$ cat config.mk
export PLATFORM = sky130hd
export DESIGN_NAME = hse_cell
export DESIGN_NICKNAME = d
export VERILOG_FILES = /design/src/design/hse_pkg.sv /design/src/design/hse_cell.sv
export SDC_FILE = /design/constraint.sdc
export NUM_CORES = 1
export LEC_CHECK = 0
export ABC_AREA = 1
export BUFFER_PORTS_ARGS = -buffer_cell sky130_fd_sc_hd__buf_2
export CORE_AREA = 5 5 94 96
export DETAILED_ROUTE_END_ITERATION = 6
export DIE_AREA = 0 0 99 101
export GPL_ROUTABILITY_DRIVEN = 0
export PLACE_DENSITY = 0.76
export SETUP_SLACK_MARGIN = 0.15
export SLEW_MARGIN = 0
export SYNTH_ARGS = -nofsm -noshare
export SYNTH_HDL_FRONTEND = slang
export SYNTH_SLANG_ARGS = --single-unit
$ cat constraint.sdc
create_clock -name clk -period 4 [get_ports clk]
set_clock_uncertainty 0.2 [all_clocks]
set_input_delay 1 -clock clk [delete_from_list [all_inputs] [get_ports clk]]
set_output_delay 1 -clock clk [all_outputs]
set_load 0.02 [all_outputs]
$ cat src/design/hse_pkg.sv
package hse_pkg;

  localparam int MAX_ELEMENTS = 64;
  localparam int DATA_WIDTH   = 32;
  localparam int CNT_W        = $clog2(MAX_ELEMENTS + 1);
  localparam int SETTLE_W     = $clog2(MAX_ELEMENTS);

  typedef struct packed {
    logic signed [DATA_WIDTH-1:0] value;
    logic                         is_last;
  } item_t;

  typedef struct packed {
    logic signed [DATA_WIDTH-1:0] sorted_value;
    logic                         final_flag;
    logic                         overflow;
  } result_t;

  typedef enum logic [1:0] {
    ST_FILL,
    ST_SETTLE,
    ST_EMIT
  } state_t;

  typedef struct packed {
    logic ins;
    logic pop;
    logic final_flag;
    logic overflow;
  } ctl_t;

endpackage

$ cat src/design/hse_cell.sv
module hse_cell (
  input  logic                                  clk,
  input  logic                                  rst,
  input  logic                                  pop,
  input  logic                                  in_valid,
  input  logic signed [hse_pkg::DATA_WIDTH-1:0] in_value,
  input  logic                                  nb_valid,
  input  logic signed [hse_pkg::DATA_WIDTH-1:0] nb_value,
  output logic                                  valid,
  output logic signed [hse_pkg::DATA_WIDTH-1:0] value,
  output logic                                  out_valid,
  output logic signed [hse_pkg::DATA_WIDTH-1:0] out_value
);

  always_ff @(posedge clk) begin
    if (rst) begin
      valid     <= 1'b0;
      out_valid <= 1'b0;
    end else if (pop) begin
      valid     <= nb_valid;
      out_valid <= 1'b0;
    end else begin
      out_valid <= in_valid && valid;
      if (in_valid) begin
        valid <= 1'b1;
      end
    end
  end

  // keep the smaller word, hand the larger one to the right
  always_ff @(posedge clk) begin
    if (pop) begin
      value <= nb_value;
    end else if (in_valid) begin
      if (!valid) begin
        value <= in_value;
      end else if (in_value > value) begin
        out_value <= in_value;
      end else begin
        out_value <= value;
        value     <= in_value;
      end
    end
  end

endmodule

==> results.md <==
* Dpl hpwl at 7187 um
* Final ANT Viol Nets at 0
* CTS H-Tree Depth at 3
* ANT cells at 0
* Max Fclk at 318.7 MHz
* Min-Delay Startpoint: value[13]
* Pin count of the biggest net entering global routing at 36
* Leakage at 2.498 nW
* GR Util All Layers at 0.2038
* Post-CTS Setup Inserts at 0
* Worst-Margin Slew at 0.4451 ns
* Crit-path slowest cell: ha_1
* Power Total at 1.946 mW
* WS Path Type: input port to flop
* Critical Path RT at 3.82 ns
* Post-Synth Simple-Gate Area at 0.2760
* Die Ht at 101 um
* Crit path time final at 3.137 ns
* CP Launch Type: input port
* XOR/XNOR share of the synthesized area at 0
* Layout cell share with drive strength beyond 1 at 0.2810
* Area growth syn-to-layout at 25.16%
* Core area at 7969 um2
* Setup WS post-layout at 0.8625 ns
* Drt wl/cell at 15.08 um
* Int Pwr at 1.309 mW
* Cell taking the most area after synthesis: edfxtp_1
* Top_reg_cell synth: edfxtp_1
* CP cell instances: buf_2, ha_1, nand2_1, nor2_1, nand2_1, nor2_1, nand2_1, nand2_1, nand2_2, nand4_1, nand2_1, inv_1, buf_12
* FP Rows at 33
* Gr ovfl total at 0
* CTS tree: yes
* Pre-CTS setup slack at 0.5206 ns
* DRC viols at 0
* Mean Syn Cell Area at 8.756 um2
* Final setup vio count at 0
* Outcome: complete, no violations
* Worst Hold Class: flop to flop
* Syn nets at 536
* Top cells by area, synth: edfxtp_1, nand2_1, ha_1
* Final hold vios at 0
* Clock power share at 0.281
* Combinational family with the most area after synthesis: simple AND/OR/NAND/NOR gates
* Root Driver: clkbuf_8
* Starting Density at 0.4779
* Crit path DAT at 2.96 ns
* Worst-Skew Late Latency at 0.33 ns
* Post-route setup TNS at 0 ns
* Worst slew margin at 0.7032
* Post-route non-filler standard cell count at 678
* Comb power frac at 0.268
* RSZ-0062 raised after global routing: no
* Vias at 3415
* Critical R2R Launch: value[31]
* CTS clk-pin slew, worst paths at 0.08 ns
* Worst path most repeated cell: nand2_1
* Period utilization at 0.7844
* IO Port Bufs at 134
* Flop pwr share at 0.451
* Power per cell area at 408.1 nW/um2
* First-pass DRT Iterations at 4
* DP Area at 4582 um2
* Initial antenna violation count at 0
* Number of hold buffers added after cts at 0
* Gate Count Post-Synth at 435
* Post-synthesis mux area share at 0
* Layout net count at 669
* Dpl cells at 662
* Synth Warn # at 0
* # resized after CTS at 0
* Vias in the first global route at 3402
* EDFF count, synth at 64
* Max-slew violation count at 0
* Routed WL at 10230 um
* Post-synthesis compound-gate area fraction at 0.03187
* Post-layout util at 0.5982
* CTS Sinks at 66
* #FFs+latches synth at 66
* Area of the die at 9999 um2
* Switching part of the total at 0.3274
* CTS Buf Count at 9
* Max_cap viols at 0
* Synth cell count leaders: nand2_1, edfxtp_1, inv_1
* CP max FO at 30
* Post-synthesis adder-cell area fraction at 0.1051
* Worst VDD drop at 0.2250 mV
* Min-Delay Path Depth at 2
* Die Wd at 99 um
* Most frequent cell after synthesis: nand2_1
* FF-to-FF End: value[6]
* I/O pin cnt at 135
* R2r worst-path depth at 13
* Endpoint class of the critical path: flop
* Starting DRT DRC Count at 176
* Reg2Reg Setup Slack at 1.23 ns
* CP delay by family, top: simple AND/OR/NAND/NOR gates
* Psw at 637.0 uW
* Vias per inst at 5.037
* Crit path buffers/inverters at 3
* Yosys cell types at 20
* Clk buf depth at 2
* Post-synth ARST share at 0
* Sequential fraction of the synthesis area at 0.5151
* First-pass GRT wire length at 16010 um
* WHS Endpoint: out_value[13]
* Design Area, Final at 4767 um2
* Share of the synthesized area in the top cell type at 0.5046
* Post-Syn Area at 3809 um2
* Fin Hold WS at 0.3778 ns
* CP peak stage delay at 0.36 ns
[power by group through the flow]
stage / registers [mW] / logic [mW] / clock network (mW)
after floorplan: 0.954 / 0.293 / 0
after global placement: 0.892 / 0.501 / 0
after detailed placement: 0.893 / 0.524 / 0
after CTS: 0.878 / 0.525 / 0.550
after global routing: 0.884 / 0.584 / 0.589
final: 0.878 / 0.522 / 0.546
[state kept, by name, indices dropped and copies added (netlist names)]
signal,flops
out_valid,1
out_value,32
valid,1
value,32
[worst max path at each step]
| stage | startpoint | endpoint | depth (start not counted) | slack [ns] |
|---|---|---|---|---|
| 2_1_floorplan | pop | out_value[0] | 4 | 0.66 |
| 3_3_place_gp | in_value[31] | value[7] | 13 | 0.57 |
| 3_5_place_dp | in_value[31] | value[4] | 13 | 0.52 |
| 4_1_cts | in_value[31] | value[6] | 13 | 0.87 |
| 5_1_grt | in_value[31] | value[15] | 13 | 0.75 |
| 6_report | in_value[31] | value[6] | 13 | 0.86 |
[final cells by class]
| type | count | area, um2 |
|---|---|---|
| Timing Repair Buffer | 141 | 735.7 |
| Clock buffer | 10 | 127.6 |
| Multi-Input combinational cell | 304 | 1580 |
| Sequential cell | 66 | 1962 |
| Tap cell | 105 | 131.4 |
| Inverter | 46 | 172.7 |
| Fill cell | 697 | 3202 |
| Clock inverter | 6 | 57.56 |
[tightest hold or removal path, cell delays in order, from the launching register on]
cell	delay (ns)
edfxtp_1	0.37
nand2_1	0.06
nand2_1	0.05
[cells by family (layout without fill, tap and decap cells)]
| kind of cell | after synthesis | count (layout) |
|---|---|---|
| compound gates | 22 | 22 |
| buf+inv | 65 | 203 |
| flops | 66 | 66 |
| simple gates | 250 | 250 |
| fa+ha+maj | 32 | 32 |
[cells in the final DEF (no fill, tap or decap), drive strengths merged]
master	count
a21o	1
clkinv	4
nand2	199
nand3	3
clkinvlp	1
bufinv	1
clkbuf	10
o21a	2
nor3	1
buf	141
edfxtp	64
nand4	35
ha	32
a21oi	15
dfxtp	2
nor2	12
inv	46
o21ai	4
[metal layers]
metal | global-route usage | vias to the layer above | wire length (um)
met2 | 0.3471 | 122 | 5187
li1 | - | 1709 | -
met4 | 0.08613 | 0 | 250
met5 | 0 | - | 0
met1 | 0.2511 | 1563 | 4094
met3 | 0.04291 | 21 | 694
Power figures use the tool's default switching activity.
