<file path="src/design/hse_pkg.sv">
package hse_pkg;

  localparam int MAX_ELEMENTS = 64;
  localparam int DATA_WIDTH   = 32;
  localparam int CNT_W        = $clog2(MAX_ELEMENTS + 1);
  localparam int SETTLE_W     = $clog2(MAX_ELEMENTS);

  typedef struct packed {
    logic signed [DATA_WIDTH-1:0] value;
    logic                         is_last;
  } item_t;

  typedef struct packed {
    logic signed [DATA_WIDTH-1:0] sorted_value;
    logic                         final_flag;
    logic                         overflow;
  } result_t;

  typedef enum logic [1:0] {
    ST_FILL,
    ST_SETTLE,
    ST_EMIT
  } state_t;

  typedef struct packed {
    logic ins;
    logic pop;
    logic final_flag;
    logic overflow;
  } ctl_t;

endpackage

</file>
<file path="src/design/hse_ctrl.sv">
module hse_ctrl (
  input  logic          clk,
  input  logic          rst,
  input  logic          item_valid,
  input  logic          item_last,
  output logic          item_stall,
  output logic          result_valid,
  input  logic          result_stall,
  output hse_pkg::ctl_t ctl
);

  hse_pkg::state_t               state, state_next;
  logic [hse_pkg::CNT_W-1:0]     count, count_next;
  logic [hse_pkg::SETTLE_W-1:0]  settle, settle_next;
  logic                          dropped, dropped_next;

  always_ff @(posedge clk) begin
    if (rst) begin
      state   <= hse_pkg::ST_FILL;
      count   <= '0;
      settle  <= '0;
      dropped <= 1'b0;
    end else begin
      state   <= state_next;
      count   <= count_next;
      settle  <= settle_next;
      dropped <= dropped_next;
    end
  end

  always_comb begin
    state_next     = state;
    count_next     = count;
    settle_next    = settle;
    dropped_next   = dropped;
    item_stall     = 1'b1;
    result_valid   = 1'b0;
    ctl.ins        = 1'b0;
    ctl.pop        = 1'b0;
    ctl.final_flag = (count == hse_pkg::CNT_W'(1));
    ctl.overflow   = dropped;
    unique case (state)
      hse_pkg::ST_FILL: begin
        item_stall = 1'b0;
        if (item_valid) begin
          if (count < hse_pkg::CNT_W'(hse_pkg::MAX_ELEMENTS)) begin
            ctl.ins    = 1'b1;
            count_next = count + hse_pkg::CNT_W'(1);
          end else begin
            dropped_next = 1'b1;
          end
          if (item_last) begin
            state_next  = hse_pkg::ST_SETTLE;
            settle_next = hse_pkg::SETTLE_W'(hse_pkg::MAX_ELEMENTS - 1);
          end
        end
      end
      hse_pkg::ST_SETTLE: begin
        if (settle == '0) begin
          state_next = hse_pkg::ST_EMIT;
        end else begin
          settle_next = settle - hse_pkg::SETTLE_W'(1);
        end
      end
      hse_pkg::ST_EMIT: begin
        result_valid = 1'b1;
        if (!result_stall) begin
          ctl.pop    = 1'b1;
          count_next = count - hse_pkg::CNT_W'(1);
          if (ctl.final_flag) begin
            state_next   = hse_pkg::ST_FILL;
            dropped_next = 1'b0;
          end
        end
      end
      default: begin
        state_next = hse_pkg::ST_FILL;
      end
    endcase
  end

endmodule

</file>
<file path="config.mk">
export PLATFORM = sky130hd
export DESIGN_NAME = hse_ctrl
export DESIGN_NICKNAME = d
export VERILOG_FILES = /design/src/design/hse_pkg.sv /design/src/design/hse_ctrl.sv
export SDC_FILE = /design/constraint.sdc
export NUM_CORES = 1
export LEC_CHECK = 0
export BUFFER_PORTS_ARGS = -buffer_cell sky130_fd_sc_hd__buf_2
export CORE_ASPECT_RATIO = 1.25
export CORE_MARGIN = 5
export CORE_UTILIZATION = 55
export CTS_CLUSTER_SIZE = 25
export DETAILED_ROUTE_END_ITERATION = 8
export PLACE_DENSITY_LB_ADDON = 0.05
export SETUP_SLACK_MARGIN = 0.02
export SYNTH_ARGS = -nofsm -noshare
export SYNTH_HDL_FRONTEND = slang
export SYNTH_SLANG_ARGS = --single-unit
</file>
<file path="constraint.sdc">
create_clock -name clk -period 3 [get_ports clk]
set_input_delay 0.15 -clock clk [delete_from_list [all_inputs] [get_ports clk]]
set_output_delay 0.15 -clock clk [all_outputs]
set_load 0.02 [all_outputs]
</file>
==> results.sh <==
export IMPL_synth_top_area_cell="dfxtp_1"
export IMPL_fin_tns_setup_ns=0
export IMPL_dieHeight_um=56.9
export IMPL_cts_sinks=16
export IMPL_h_tree_depth=1
export IMPL_cts_resized=0
export IMPL_drive_gt1_share_pct=20.5
export IMPL_rr_endpoint="count[6]$_SDFFE_PP0P_"
export IMPL_synth_edf_count=0
export IMPL_fin_worst_skew_ns=0.00107
export IMPL_path_max_fanout=8
export IMPL_ys_seq_area_share_pct=33.0
export IMPL_routed_via_density=5.87
export IMPL_dr_first_iter_drc_count=9
export IMPL_drcViolationCount=0
export IMPL_p_per_area_mw_per_mm2=509
export IMPL_critPathCaptureType="register"
export IMPL_synthCells=114
export IMPL_nNetsFinal=133
export IMPL_grt_first_pass_wirelength_um=3170
export IMPL_ys_seq_elements=16
export IMPL_r2r_setup_slack_ns=1.15
export IMPL_gp_congestion=0.834
export IMPL_drv_cap=0
export IMPL_wirelength_um=1920
export IMPL_cts_buffer_depth=2
export IMPL_grt_antenna_before_repair=0
export IMPL_post_dp_hpwl_um=1440
export IMPL_place_area_mm2=0.00101
export IMPL_fin_crit_ns=1.85
export IMPL_multi_input_area_um2=587
export IMPL_syn_avg_cell_area_um2=8.51
export IMPL_vias=827
export IMPL_die_w_um=47.6
export IMPL_final_common_cell="dfxtp_1"
export IMPL_finish_utilization_pct=60.7
export IMPL_design_core_area_mm2=0.00172
export IMPL_slew_headroom_pct=71.1
export IMPL_placementRows=17
export IMPL_ys_flop_type="dfxtp_1"
export IMPL_grt_max_degree=21
export IMPL_worstSetupStartpointType="register"
export IMPL_fmax_mhz=540
export IMPL_holdPathStages=3
export IMPL_antennaDiodeCount=0
export IMPL_numCtsBuffers=3
export IMPL_grt_overflow=0
export IMPL_finalCritPeriodShare_pct=61.7
export IMPL_portBuffers=10
export IMPL_postCtsSetupRepairBufs=0
export IMPL_dieArea_mm2=0.00271
export IMPL_cts_tree="yes"
export IMPL_crit_arrival_ns=2.03
export IMPL_drt_first_pass_iters=3
export IMPL_worst_setup_path_type="register to register"
export IMPL_synth_fp_nets=124
export IMPL_outcome="complete, no violations"
export IMPL_netlist_top_cells_area="dfxtp_1 (33%), ha_1 (6.5%), a21oi_1 (5.2%), nor2_1 (5.0%), a211oi_1 (3.9%)"
export IMPL_reg2reg_depth=5
export IMPL_async_flop_share_pct=0
export IMPL_first_global_vias=762
export IMPL_syn2layout_area_growth_pct=7.87
export IMPL_clk_pin_slew_worst_paths_ns=0.10
export IMPL_ff_latch_area_um2=320
export IMPL_ant_nets=0
export IMPL_power_mw=0.533
export IMPL_synth_distinct_cells=40
export IMPL_start_util_pct=56.3
export IMPL_fillCellCount=173
export IMPL_hold_violations=0
export IMPL_cts_hold_buf=0
export IMPL_cp_required_ns=3.18
export IMPL_rsz0062_at_grt="no"
export IMPL_rr_startpoint="state[0]$_SDFFE_PP0P_"
export IMPL_min_from="result_stall"
export IMPL_post_synth_instance_area_um2=970
export IMPL_p_leak_nw=0.429
export IMPL_setup_viol=0
export IMPL_wire_per_inst_um=13.6
export IMPL_clock_latency_ns=0.29
export IMPL_layout_common_cells="dfxtp_1 (16), nor2_1 (13), a21oi_1 (10), buf_2 (10)"
export IMPL_holdWs_ns=0.185
export IMPL_ir_drop_mv=0.387
export IMPL_yosys_warnings=0
export IMPL_fin_area_mm2=0.00105
export IMPL_ioPinCount=11
export IMPL_yosys_area_top_type_share_pct=33.0
export IMPL_cts_root_buf="clkbuf_4"
export IMPL_worstMarginPinSlew_ns=0.434
export IMPL_min_to="state[1]$_SDFFE_PP0P_"
export IMPL_hold_class="input pin to register"
export IMPL_slew_violations=0
export IMPL_track_usage_pct=15.9
[flip-flops by register name (all words and copies together), names as in the netlist]
register	cells
count	7
dropped	1
settle	6
state	2
[cell usage after synthesis (all sizes together) (4+ instances only)]
| master | n |
|---|---|
| nor2 | 13 |
| nand4 | 4 |
| nor2b | 6 |
| a211oi | 6 |
| dfxtp | 16 |
| inv | 7 |
| clkbuf | 4 |
| nand3 | 4 |
| a21oi | 11 |
| mux2 | 4 |
| nor3 | 4 |
| ha | 5 |
[cell families after synthesis]
family / synth area share [%]
AOI/OAI and AO/OA: 16.3
xor gates and xnor gates: 1.81
adders and majority gates: 6.45
buffers and inverters: 6.45
DFF: 33.0
muxes: 6.71
and+or+nand+nor: 29.3
[worst max-delay path, stage by stage, from the launching register on]
cell and delay [ns]:
dfxtp_1 0.42, nand2b_1 0.37, inv_4 0.09, or3_4 0.40
a21oi_2 0.14, mux2_1 0.33
[power breakdown]
part,leakage (nW),internal (mW),switching [mW],total (mW)
Combinational,0.277,0.0541,0.0799,0.134
Clock,0.0210,0.0739,0.0707,0.145
Sequential,0.131,0.231,0.0232,0.254
[metal layers]
layer	share of wire (%)	GRT usage, %	vias up	routed length [um]
li1	-	-	426	-
met1	41	17.2	390	782
met2	55	28.0	7	1060
met3	2.5	3.79	4	48
met4	1.6	6.92	0	30
met5	0	0	-	0
[final cells by class]
| class | instances | share of cell area [%] |
|---|---|---|
| inverter | 7 | 2.75 |
| multi-input combinational | 85 | 56.1 |
| clock buffer | 4 | 3.47 |
| timing repair buffer | 10 | 4.78 |
| sequential | 16 | 30.6 |
| tap | 19 | 2.27 |
[per-stage QoR]
stage,worst slack (ns),std cells
5_1_grt,1.04,141
6_report,1.15,141
3_3_place_gp,1.23,137
2_1_floorplan,1.38,114
3_5_place_dp,1.16,137
4_1_cts,1.15,141
[worst max path at each step]
stage / start / to / slack [ns] / cells past startpoint
floorplan: state[0]$_SDFFE_PP0P_ / count[6]$_SDFFE_PP0P_ / 1.38 / 6
global placement: state[0]$_SDFFE_PP0P_ / count[6]$_SDFFE_PP0P_ / 1.23 / 5
detailed placement: state[0]$_SDFFE_PP0P_ / count[6]$_SDFFE_PP0P_ / 1.16 / 5
CTS: state[0]$_SDFFE_PP0P_ / count[6]$_SDFFE_PP0P_ / 1.15 / 5
global route: state[0]$_SDFFE_PP0P_ / count[6]$_SDFFE_PP0P_ / 1.04 / 5
finish: state[0]$_SDFFE_PP0P_ / count[6]$_SDFFE_PP0P_ / 1.15 / 5
Power figures use the tool's default switching activity.
